===== src/rtl/subtract_with_borrow_prng_core_macros.svh =====
// Assertion macros shared by the subtract-with-borrow generator.
// Each macro expands to one labeled concurrent assertion, clocked on the
// rising edge and disabled while reset is high.
`ifndef SUBTRACT_WITH_BORROW_PRNG_CORE_MACROS_SVH
`define SUBTRACT_WITH_BORROW_PRNG_CORE_MACROS_SVH

// Same-cycle implication.
`define SWB_ASSERT_NOW(label, clk, rst, ante, cons, msg) \
   label: assert property (@(posedge clk) disable iff (rst) (ante) |-> (cons)) \
      else $error(msg);

// Next-cycle implication.
`define SWB_ASSERT_NEXT(label, clk, rst, ante, cons, msg) \
   label: assert property (@(posedge clk) disable iff (rst) (ante) |=> (cons)) \
      else $error(msg);

`endif


===== src/rtl/swb_pkg.sv =====
`timescale 1ns / 1ps
// ----------------------------------------------------------------------------
// swb_pkg: shared definitions for the subtract-with-borrow generator
// Lag constants, ring index widths, item codes and the command record that
// travels from the front end to the back end.
// ----------------------------------------------------------------------------
package swb_pkg;

   localparam int LONG_LAG  = 43;
   localparam int SHORT_LAG = 22;
   localparam int WORD_W    = 32;
   localparam int IDX_W     = $clog2(LONG_LAG);

   localparam logic [IDX_W-1:0] LONG_IDX_RESET  = IDX_W'(LONG_LAG - 1);
   localparam logic [IDX_W-1:0] SHORT_IDX_RESET = IDX_W'(SHORT_LAG - 1);
   localparam logic [IDX_W-1:0] LAST_IDX        = IDX_W'(LONG_LAG - 1);

   localparam logic [WORD_W-1:0] BASE_GAP   = 32'd5;
   localparam logic [WORD_W-1:0] SEED_LIMIT = 32'hFFFF_FFFB;
   localparam logic [WORD_W-1:0] SEED_CLAMP = 32'hFFFF_FFFA;

   localparam logic KIND_SEED = 1'b0;
   localparam logic KIND_GEN  = 1'b1;

   localparam int QUEUE_DEPTH = 2;
   localparam int QPTR_W      = $clog2(QUEUE_DEPTH);
   localparam int QCNT_W      = $clog2(QUEUE_DEPTH + 1);

   typedef struct packed {
      logic              kind;
      logic [IDX_W-1:0]  wr_idx;
      logic [IDX_W-1:0]  rd_short;
      logic [IDX_W-1:0]  rd_long;
      logic [WORD_W-1:0] seed;
   } cmd_type;

endpackage


===== src/rtl/swb_front.sv =====
`timescale 1ns / 1ps
// ----------------------------------------------------------------------------
// swb_front: item intake and position tracking
// Accepts seed and generate beats, keeps the three ring positions and turns
// each beat into a command with its ring addresses and conditioned seed.
// ----------------------------------------------------------------------------
module swb_front
   import swb_pkg::*;
(
   input  logic              clock,
   input  logic              reset,
   input  logic              req_push,
   input  logic              req_kind,
   input  logic [WORD_W-1:0] req_seed_word,
   input  logic              cmd_full,
   output logic              cmd_push,
   output cmd_type           cmd_data
);

   logic [IDX_W-1:0]  long_ff, long_in;
   logic [IDX_W-1:0]  short_ff, short_in;
   logic [IDX_W-1:0]  load_ff, load_in;
   logic [WORD_W-1:0] seed_word;

   assign cmd_push = req_push && !cmd_full;

   always_comb begin
      seed_word = (req_seed_word >= SEED_LIMIT) ? SEED_CLAMP : req_seed_word;
      // A seed word loaded into the first ring entry is always made even.
      if (load_ff == '0) begin
         seed_word[0] = 1'b0;
      end
   end

   always_comb begin
      cmd_data.kind     = req_kind;
      cmd_data.wr_idx   = (req_kind == KIND_SEED) ? load_ff : long_ff;
      cmd_data.rd_short = short_ff;
      cmd_data.rd_long  = long_ff;
      cmd_data.seed     = seed_word;
   end

   always_comb begin
      long_in  = long_ff;
      short_in = short_ff;
      load_in  = load_ff;
      if (cmd_push) begin
         if (req_kind == KIND_SEED) begin
            long_in  = LONG_IDX_RESET;
            short_in = SHORT_IDX_RESET;
            load_in  = (load_ff == LAST_IDX) ? '0 : load_ff + 1'b1;
         end else begin
            long_in  = (long_ff == '0) ? LAST_IDX : long_ff - 1'b1;
            short_in = (short_ff == '0) ? LAST_IDX : short_ff - 1'b1;
         end
      end
   end

   always_ff @(posedge clock) begin
      if (reset) begin
         long_ff  <= LONG_IDX_RESET;
         short_ff <= SHORT_IDX_RESET;
         load_ff  <= '0;
      end else begin
         long_ff  <= long_in;
         short_ff <= short_in;
         load_ff  <= load_in;
      end
   end

endmodule


===== src/rtl/swb_cmd_queue.sv =====
`timescale 1ns / 1ps
// ----------------------------------------------------------------------------
// swb_cmd_queue: command queue between front end and back end
// A short register queue that lets intake and execution stall independently.
// ----------------------------------------------------------------------------
module swb_cmd_queue
   import swb_pkg::*;
(
   input  logic    clock,
   input  logic    reset,
   input  logic    push,
   input  cmd_type push_data,
   output logic    full,
   input  logic    pop,
   output logic    valid,
   output cmd_type pop_data
);

   cmd_type           entry_ff [QUEUE_DEPTH];
   logic [QPTR_W-1:0] wr_ptr_ff, wr_ptr_in;
   logic [QPTR_W-1:0] rd_ptr_ff, rd_ptr_in;
   logic [QCNT_W-1:0] count_ff, count_in;
   logic              do_push;
   logic              do_pop;

   assign full     = (count_ff == QCNT_W'(QUEUE_DEPTH));
   assign valid    = (count_ff != '0);
   assign do_push  = push && !full;
   assign do_pop   = pop && valid;
   assign pop_data = entry_ff[rd_ptr_ff];

   always_comb begin
      wr_ptr_in = wr_ptr_ff;
      rd_ptr_in = rd_ptr_ff;
      count_in  = count_ff;
      if (do_push) begin
         wr_ptr_in = (wr_ptr_ff == QPTR_W'(QUEUE_DEPTH - 1)) ? '0 : wr_ptr_ff + 1'b1;
      end
      if (do_pop) begin
         rd_ptr_in = (rd_ptr_ff == QPTR_W'(QUEUE_DEPTH - 1)) ? '0 : rd_ptr_ff + 1'b1;
      end
      if (do_push && !do_pop) begin
         count_in = count_ff + 1'b1;
      end else if (do_pop && !do_push) begin
         count_in = count_ff - 1'b1;
      end
   end

   always_ff @(posedge clock) begin
      if (reset) begin
         wr_ptr_ff <= '0;
         rd_ptr_ff <= '0;
         count_ff  <= '0;
      end else begin
         wr_ptr_ff <= wr_ptr_in;
         rd_ptr_ff <= rd_ptr_in;
         count_ff  <= count_in;
      end
   end

   always_ff @(posedge clock) begin
      if (do_push) begin
         entry_ff[wr_ptr_ff] <= push_data;
      end
   end

endmodule


===== src/rtl/swb_back.sv =====
`timescale 1ns / 1ps
// ----------------------------------------------------------------------------
// swb_back: lag ring and subtract-with-borrow datapath
// Issue stage reads both lag words from the ring memory; execute stage forms
// the new word, updates borrow and writes the ring.
// ----------------------------------------------------------------------------
module swb_back
   import swb_pkg::*;
(
   input  logic              clock,
   input  logic              reset,
   input  logic              cmd_valid,
   input  cmd_type           cmd_data,
   output logic              cmd_pop,
   input  logic              rsp_ready,
   output logic              rsp_push,
   output logic [WORD_W-1:0] rsp_word
);

   logic [WORD_W-1:0] ring_mem [LONG_LAG];

   logic              exec_valid_ff, exec_valid_in;
   logic              exec_kind_ff;
   logic [IDX_W-1:0]  exec_wr_idx_ff;
   logic [WORD_W-1:0] exec_seed_ff;
   logic              borrow_ff, borrow_in;

   logic [WORD_W-1:0] rd_short_ff;
   logic [WORD_W-1:0] rd_long_ff;
   logic              byp_short_ff;
   logic              byp_long_ff;
   logic [WORD_W-1:0] byp_data_ff;

   logic              advance;
   logic              exec_done;
   logic              wr_en;
   logic [WORD_W-1:0] wr_data;
   logic [WORD_W-1:0] x_short;
   logic [WORD_W-1:0] x_long;
   logic [WORD_W-1:0] diff;
   logic              wrapped;
   logic [WORD_W-1:0] gen_word;

   assign exec_done = exec_valid_ff && ((exec_kind_ff == KIND_SEED) || rsp_ready);
   assign advance   = !exec_valid_ff || exec_done;
   assign cmd_pop   = cmd_valid && advance;
   assign wr_en     = exec_done;

   // A word being written in the same cycle as a read of its entry is
   // forwarded around the memory.
   assign x_short = byp_short_ff ? byp_data_ff : rd_short_ff;
   assign x_long  = byp_long_ff ? byp_data_ff : rd_long_ff;

   always_comb begin
      diff     = x_short - x_long - {{(WORD_W-1){1'b0}}, borrow_ff};
      wrapped  = (x_short < diff);
      gen_word = wrapped ? diff - BASE_GAP : diff;
      wr_data  = (exec_kind_ff == KIND_GEN) ? gen_word : exec_seed_ff;
   end

   assign rsp_push = exec_valid_ff && (exec_kind_ff == KIND_GEN) && rsp_ready;
   assign rsp_word = gen_word;

   always_comb begin
      exec_valid_in = advance ? cmd_valid : exec_valid_ff;
      borrow_in     = borrow_ff;
      if (exec_done) begin
         borrow_in = (exec_kind_ff == KIND_SEED) ? 1'b1 : wrapped;
      end
   end

   always_ff @(posedge clock) begin
      if (reset) begin
         exec_valid_ff <= 1'b0;
         borrow_ff     <= 1'b1;
      end else begin
         exec_valid_ff <= exec_valid_in;
         borrow_ff     <= borrow_in;
      end
   end

   always_ff @(posedge clock) begin
      if (cmd_pop) begin
         exec_kind_ff   <= cmd_data.kind;
         exec_wr_idx_ff <= cmd_data.wr_idx;
         exec_seed_ff   <= cmd_data.seed;
         rd_short_ff    <= ring_mem[cmd_data.rd_short];
         rd_long_ff     <= ring_mem[cmd_data.rd_long];
         byp_short_ff   <= wr_en && (exec_wr_idx_ff == cmd_data.rd_short);
         byp_long_ff    <= wr_en && (exec_wr_idx_ff == cmd_data.rd_long);
         byp_data_ff    <= wr_data;
      end
   end

   always_ff @(posedge clock) begin
      if (wr_en) begin
         ring_mem[exec_wr_idx_ff] <= wr_data;
      end
   end

endmodule


===== src/rtl/swb_rsp_queue.sv =====
`timescale 1ns / 1ps
// ----------------------------------------------------------------------------
// swb_rsp_queue: result queue
// Holds generated words until the consumer pops them, so the datapath keeps
// running while a result waits, until the queue is full.
// ----------------------------------------------------------------------------
module swb_rsp_queue
   import swb_pkg::*;
(
   input  logic              clock,
   input  logic              reset,
   input  logic              push,
   input  logic [WORD_W-1:0] push_word,
   output logic              ready,
   input  logic              pop,
   output logic              empty,
   output logic [WORD_W-1:0] pop_word
);

   logic [WORD_W-1:0] word_ff [QUEUE_DEPTH];
   logic [QPTR_W-1:0] wr_ptr_ff, wr_ptr_in;
   logic [QPTR_W-1:0] rd_ptr_ff, rd_ptr_in;
   logic [QCNT_W-1:0] count_ff, count_in;
   logic              do_push;
   logic              do_pop;

   assign ready    = (count_ff != QCNT_W'(QUEUE_DEPTH));
   assign empty    = (count_ff == '0);
   assign do_push  = push && ready;
   assign do_pop   = pop && !empty;
   assign pop_word = word_ff[rd_ptr_ff];

   always_comb begin
      wr_ptr_in = wr_ptr_ff;
      rd_ptr_in = rd_ptr_ff;
      count_in  = count_ff;
      if (do_push) begin
         wr_ptr_in = (wr_ptr_ff == QPTR_W'(QUEUE_DEPTH - 1)) ? '0 : wr_ptr_ff + 1'b1;
      end
      if (do_pop) begin
         rd_ptr_in = (rd_ptr_ff == QPTR_W'(QUEUE_DEPTH - 1)) ? '0 : rd_ptr_ff + 1'b1;
      end
      if (do_push && !do_pop) begin
         count_in = count_ff + 1'b1;
      end else if (do_pop && !do_push) begin
         count_in = count_ff - 1'b1;
      end
   end

   always_ff @(posedge clock) begin
      if (reset) begin
         wr_ptr_ff <= '0;
         rd_ptr_ff <= '0;
         count_ff  <= '0;
      end else begin
         wr_ptr_ff <= wr_ptr_in;
         rd_ptr_ff <= rd_ptr_in;
         count_ff  <= count_in;
      end
   end

   always_ff @(posedge clock) begin
      if (do_push) begin
         word_ff[wr_ptr_ff] <= push_word;
      end
   end

endmodule


===== src/rtl/subtract_with_borrow_prng_core.sv =====
// Path: a generate beat passes the command queue, execute registers and
//   result queue to its output (empty low); seed beats give no result.
// Throughput: one beat per cycle, seed or generate, while the result queue
//   has room, set by the lag ring taking one write and two reads each cycle.
// Reset: synchronous; empties queues, sets borrow, restarts positions. The
//   ring itself is not cleared and must be seeded before generating.
`timescale 1ns / 1ps
// ----------------------------------------------------------------------------
// subtract_with_borrow_prng_core: lag-43/22 subtract-with-borrow generator
// Front end tracks ring positions and conditions seed words; a command queue
// decouples it from the back end, which owns the 43-word lag ring and the
// borrow bit; a result queue feeds the consumer.
// ----------------------------------------------------------------------------
module subtract_with_borrow_prng_core
   import swb_pkg::*;
(
   input  logic              clock,
   input  logic              reset,
   input  logic              push,
   output logic              full,
   input  logic              req_kind,
   input  logic [WORD_W-1:0] req_seed_word,
   output logic              empty,
   input  logic              pop,
   output logic [WORD_W-1:0] rsp_random_word
);

`include "subtract_with_borrow_prng_core_macros.svh"

   // The front end owns all three positions, since they depend only on the
   // sequence of item kinds. It resolves the ring addresses of each beat so
   // the back end only has to read, compute and write.
   logic    cmd_push;
   cmd_type cmd_in_data;
   logic    cmd_full;
   logic    cmd_valid;
   logic    cmd_pop;
   cmd_type cmd_out_data;

   // The back end's execute stage pushes one word per generate beat into the
   // result queue and stalls while that queue is full.
   logic              rsp_push;
   logic              rsp_ready;
   logic [WORD_W-1:0] rsp_word;

   assign full = cmd_full;

   swb_front u_front (
      .clock         (clock),
      .reset         (reset),
      .req_push      (push),
      .req_kind      (req_kind),
      .req_seed_word (req_seed_word),
      .cmd_full      (cmd_full),
      .cmd_push      (cmd_push),
      .cmd_data      (cmd_in_data)
   );

   swb_cmd_queue u_cmd_queue (
      .clock     (clock),
      .reset     (reset),
      .push      (cmd_push),
      .push_data (cmd_in_data),
      .full      (cmd_full),
      .pop       (cmd_pop),
      .valid     (cmd_valid),
      .pop_data  (cmd_out_data)
   );

   // The ring is read in the issue cycle and written in the execute cycle; a
   // word written while its entry is being read is forwarded, which covers a
   // seed followed at once by a generate that reads the seeded entry.
   swb_back u_back (
      .clock     (clock),
      .reset     (reset),
      .cmd_valid (cmd_valid),
      .cmd_data  (cmd_out_data),
      .cmd_pop   (cmd_pop),
      .rsp_ready (rsp_ready),
      .rsp_push  (rsp_push),
      .rsp_word  (rsp_word)
   );

   swb_rsp_queue u_rsp_queue (
      .clock     (clock),
      .reset     (reset),
      .push      (rsp_push),
      .push_word (rsp_word),
      .ready     (rsp_ready),
      .pop       (pop),
      .empty     (empty),
      .pop_word  (rsp_random_word)
   );

   // An accepted beat must be waiting for the back end in the next cycle.
   `SWB_ASSERT_NEXT(a_accept_queued, clock, reset, push && !full, cmd_valid, "accepted beat lost")
   // The result queue never drops a word.
   `SWB_ASSERT_NOW(a_rsp_no_overflow, clock, reset, rsp_push, rsp_ready, "result queue overflow")
   // A result appears only after the datapath produced one.
   `SWB_ASSERT_NOW(a_rsp_from_push, clock, reset, $fell(empty), $past(rsp_push), "spurious result")

endmodule


===== config.mk =====
export PLATFORM = sky130hd
export DESIGN_NAME = subtract_with_borrow_prng_core
export DESIGN_NICKNAME = d
export VERILOG_FILES = /design/src/rtl/swb_pkg.sv /design/src/rtl/swb_front.sv /design/src/rtl/swb_cmd_queue.sv /design/src/rtl/swb_back.sv /design/src/rtl/swb_rsp_queue.sv /design/src/rtl/subtract_with_borrow_prng_core.sv
export VERILOG_INCLUDE_DIRS = /design/src /design/src/rtl
export SDC_FILE = /design/constraint.sdc
export NUM_CORES = 2
export LEC_CHECK = 0
export BUFFER_PORTS_ARGS = -buffer_cell sky130_fd_sc_hd__buf_2
export CAP_MARGIN = 20
export CORE_MARGIN = 2
export CORE_UTILIZATION = 55
export DETAILED_ROUTE_END_ITERATION = 10
export PLACE_DENSITY_LB_ADDON = 0.2
export SLEW_MARGIN = 20
export SYNTH_ARGS = -nofsm -noshare
export SYNTH_HDL_FRONTEND = slang
export SYNTH_SLANG_ARGS = --single-unit

===== constraint.sdc =====
create_clock -name clock -period 12.21 [get_ports clock]
set_input_delay 1.8315 -clock clock [delete_from_list [all_inputs] [get_ports clock]]
set_output_delay 1.8315 -clock clock [all_outputs]
set_load 0.005 [all_outputs]

==> results_dict.tcl <==
set metrics [dict create \
    fin_nets 5361 \
    root_buffer "sky130_fd_sc_hd__clkbuf_16" \
    cts_inserted_buffers 176 \
    synth_compound_gate_area_share_pct 3.601 \
    clkSinkCount 1709 \
    slew_headroom_pct 19.94 \
    finalSetupViolCount 0 \
    wire_per_inst_um 35.40 \
    track_usage_pct 34.03 \
    clkSlewWorstSetupHoldPaths_ns 0.06 \
    timing.critical_path.buf_inv 3 \
    crit-reg2reg-launch "u_back.byp_long_ff" \
    io_pins 71 \
    post-route-period-util_pct 66.15 \
    layout.cells.non_filler 7285 \
    area.sequential_um2 51020 \
    critPathSlowestCell "sky130_fd_sc_hd__a31oi_4" \
    viasPerCell 7.100 \
    run_status "completed" \
    yosys.area_share.xor_xnor_pct 0.8201 \
    synth_area_leaders "sky130_fd_sc_hd__edfxtp_1 (62%), sky130_fd_sc_hd__mux4_2 (18%), sky130_fd_sc_hd__nand2_1 (3.8%)" \
    clk_latency_ns 0.81 \
    cts_resized 0 \
    total_half_perimeter_wirelength_after_legalization_and_detailed_placement_mm 146.0 \
    cts-htree-levels 4 \
    critPathRequiredTime_ns 12.65 \
    max-cap-violations 0 \
    final_total_negative_setup_slack_ns 0 \
    area_growth_pct 10.59 \
    finalHoldViolations 0 \
    worstPathArrival_ns 8.52 \
    die_w_um 388.2 \
    startpoint_class "register" \
    cts_tree "yes" \
    holdCritPathClass "register to register" \
    hold_path.startpoint "u_back.exec_valid_ff" \
    critical_path_peak_fanout 44 \
    post_route_cells_drive_above_1_share_pct 23.99 \
    drt_iter0_drc 7846 \
    min_path_cells 2 \
    synth_top_cell_area_share_pct 62.12 \
    post-synth-top-area-cell "sky130_fd_sc_hd__edfxtp_1" \
    clock_skew_after_layout_ns 0.05031 \
    grt_start_max_net_pins 106 \
    rows 140 \
    netlist_top_cells_count "sky130_fd_sc_hd__edfxtp_1 (1679), sky130_fd_sc_hd__nand2_1 (829), sky130_fd_sc_hd__mux4_2 (640)" \
    cts_hold_buf 0 \
    reg2reg_to "u_back.ring_mem[22][26]" \
    setup.reg_to_reg.worst_slack_ns 4.13 \
    proportion_of_synthesized_area_in_mux_cells_pct 20.23 \
    syn-cell-area_um2 81160 \
    critical-path-top-cell-by-count "sky130_fd_sc_hd__ha_1" \
    wirelength_mm 257.9 \
    synth_cell_types 80 \
    ant_nets 0 \
    async_flop_share_pct 0 \
    placed_cells 6956 \
    synth_top_family_by_area "multiplexers" \
    synth-simple-area-share_pct 8.482 \
    post_synth_adder_cell_area_pct 1.591 \
    critPathKind "register to register" \
    core_area_um2 146100 \
    multiInputGateArea_um2 28800 \
    synthCells 5238 \
    synth_enable_flop_cells 1679 \
    timing.critical_path.from "u_back.byp_long_ff" \
    synth_seq_area_share_pct 62.86 \
    fillcell_total 10590 \
    yosysMostFrequentCell "sky130_fd_sc_hd__edfxtp_1" \
    timing.final.max_slew_violations 0 \
    fmax_mhz 123.8 \
    holdPathEnd "u_back.exec_valid_ff" \
    postSynthNetCount 5377 \
    tightestPinTransition_ns 1.198 \
    cp_top_family "compound AO/OA/AOI/OAI gates" \
    max-clock-path-buffers 3 \
    post-route-min-period_ns 8.077 \
    timing.critical_path.to_type "register" \
    synthFlopType "sky130_fd_sc_hd__edfxtp_1" \
    detailroute.via_count 51730 \
    utilization_pct 61.44 \
    reg2regPathDepth 25 \
    number_of_global_route_vias_before_repair 50300 \
    floorplan.die_area_um2 150700 \
    initial_core_utilization_pct 55.56 \
    initial_antenna_violation_count 14 \
    routabilityCongestion 0.9495 \
    dieHeight_um 388.2 \
    post-cts-setup-buffers 0 \
    grt_pass1_wl_mm 362.5 \
    postSynthRegisterBits 1709 \
    unrepaired_setup_endpoints_after_global_routing "no" \
    drt_first_pass_iters 8 \
    synth-warning-count 0 \
    post-route-drc-count 0 \
    gr-total-overflow 0 \
    critical_path.max_stage_delay_ns 0.88 \
    portBuffers 70 \
    synth_area_per_cell_um2 15.50 \
]
## tightest hold or removal path, delay by kind of cell, from the launching register on
kind,cells,cell delay [ns]
simple gates,1,0.08
compound gates,1,0.06
flops,1,0.31
## cells in the final DEF (no fill, tap or decap), drive strengths merged, types with 7 or more instances in the layout
cell type | netlist | final
and2 | 9 | 9
a31oi | 75 | 75
a211oi | 10 | 10
clkbuf | 262 | 230
nand4 | 37 | 37
nand3 | 332 | 332
o211ai | 8 | 8
and3 | 28 | 28
nor4 | 9 | 9
xor2 | 25 | 25
a311oi | 86 | 86
nand2b | 9 | 9
buf | 128 | 196
edfxtp | 1679 | 1679
a21o | 18 | 18
bufinv | 0 | 10
mux2 | 138 | 138
inv | 128 | 135
nor2 | 191 | 191
mux2i | 45 | 45
o21ai | 32 | 32
a21oi | 144 | 144
dfxtp | 30 | 30
xnor2 | 51 | 51
mux4 | 640 | 640
nand3b | 7 | 7
clkinv | 1 | 69
nand2 | 829 | 829
nor3 | 86 | 86
or3 | 13 | 13
diode | 0 | 7
ha | 100 | 100
## stage by stage
step / hold slack [ns] / setup slack [ns] / area (um2)
2_1_floorplan: 0.4571 / 2.768 / 81160
3_3_place_gp: 0.4772 / 4.116 / 84050
3_5_place_dp: 0.4849 / 3.935 / 84120
4_1_cts: 0.4947 / 3.946 / 89610
5_1_grt: 0.5318 / 3.429 / 89740
6_report: 0.4953 / 4.133 / 89760
## state kept, by name (all words and copies together), names as in the netlist, 32 cells and up, named ones only
| register | flops |
|---|---|
| u_back.rd_long_ff | 32 |
| u_rsp_queue.word_ff | 64 |
| u_back.ring_mem | 1376 |
| u_back.exec_seed_ff | 32 |
| u_back.byp_data_ff | 32 |
| u_back.rd_short_ff | 32 |
| u_cmd_queue.entry_ff | 102 |
## kinds of logic after synthesis
| kind of cell | after synthesis |
|---|---|
| AOI/OAI and AO/OA | 431 |
| adders and majority gates | 102 |
| buffers and inverters | 519 |
| muxes | 823 |
| and+or+nand+nor | 1578 |
| xor gates and xnor gates | 76 |
| DFF | 1709 |
## per-layer routing
layer  GRT usage (%)  up-vias  routed length [um]
li1                -    20680                   -
met1           46.53    26420               91190
met2           51.87     3895              118000
met3           9.043      723               35560
met4           15.08        6               13020
met5               0        -                  37
## layout make-up
| class | instances | share of cell area [%] |
|---|---|---|
| repair buffers | 196 | 1.717 |
| multi-input cells | 3010 | 32.09 |
| diodes | 7 | 0.01951 |
| flip-flops and latches | 1709 | 56.84 |
| well taps | 1917 | 2.672 |
| clock inverters | 87 | 0.8154 |
| inverters | 129 | 0.5464 |
| clock buffers | 230 | 5.298 |
## worst max-delay path by stage
stage	to	cells after the start
floorplan	u_back.byp_data_ff[25]	24
global placement	u_back.ring_mem[13][26]	24
detailed placement	u_back.ring_mem[15][26]	24
CTS	u_back.ring_mem[22][26]	24
global route	u_back.ring_mem[20][26]	24
finish	u_back.ring_mem[22][26]	25
Power is not shown: default switching activity piles up to over one toggle a cycle in this logic, so the estimate is an artifact.
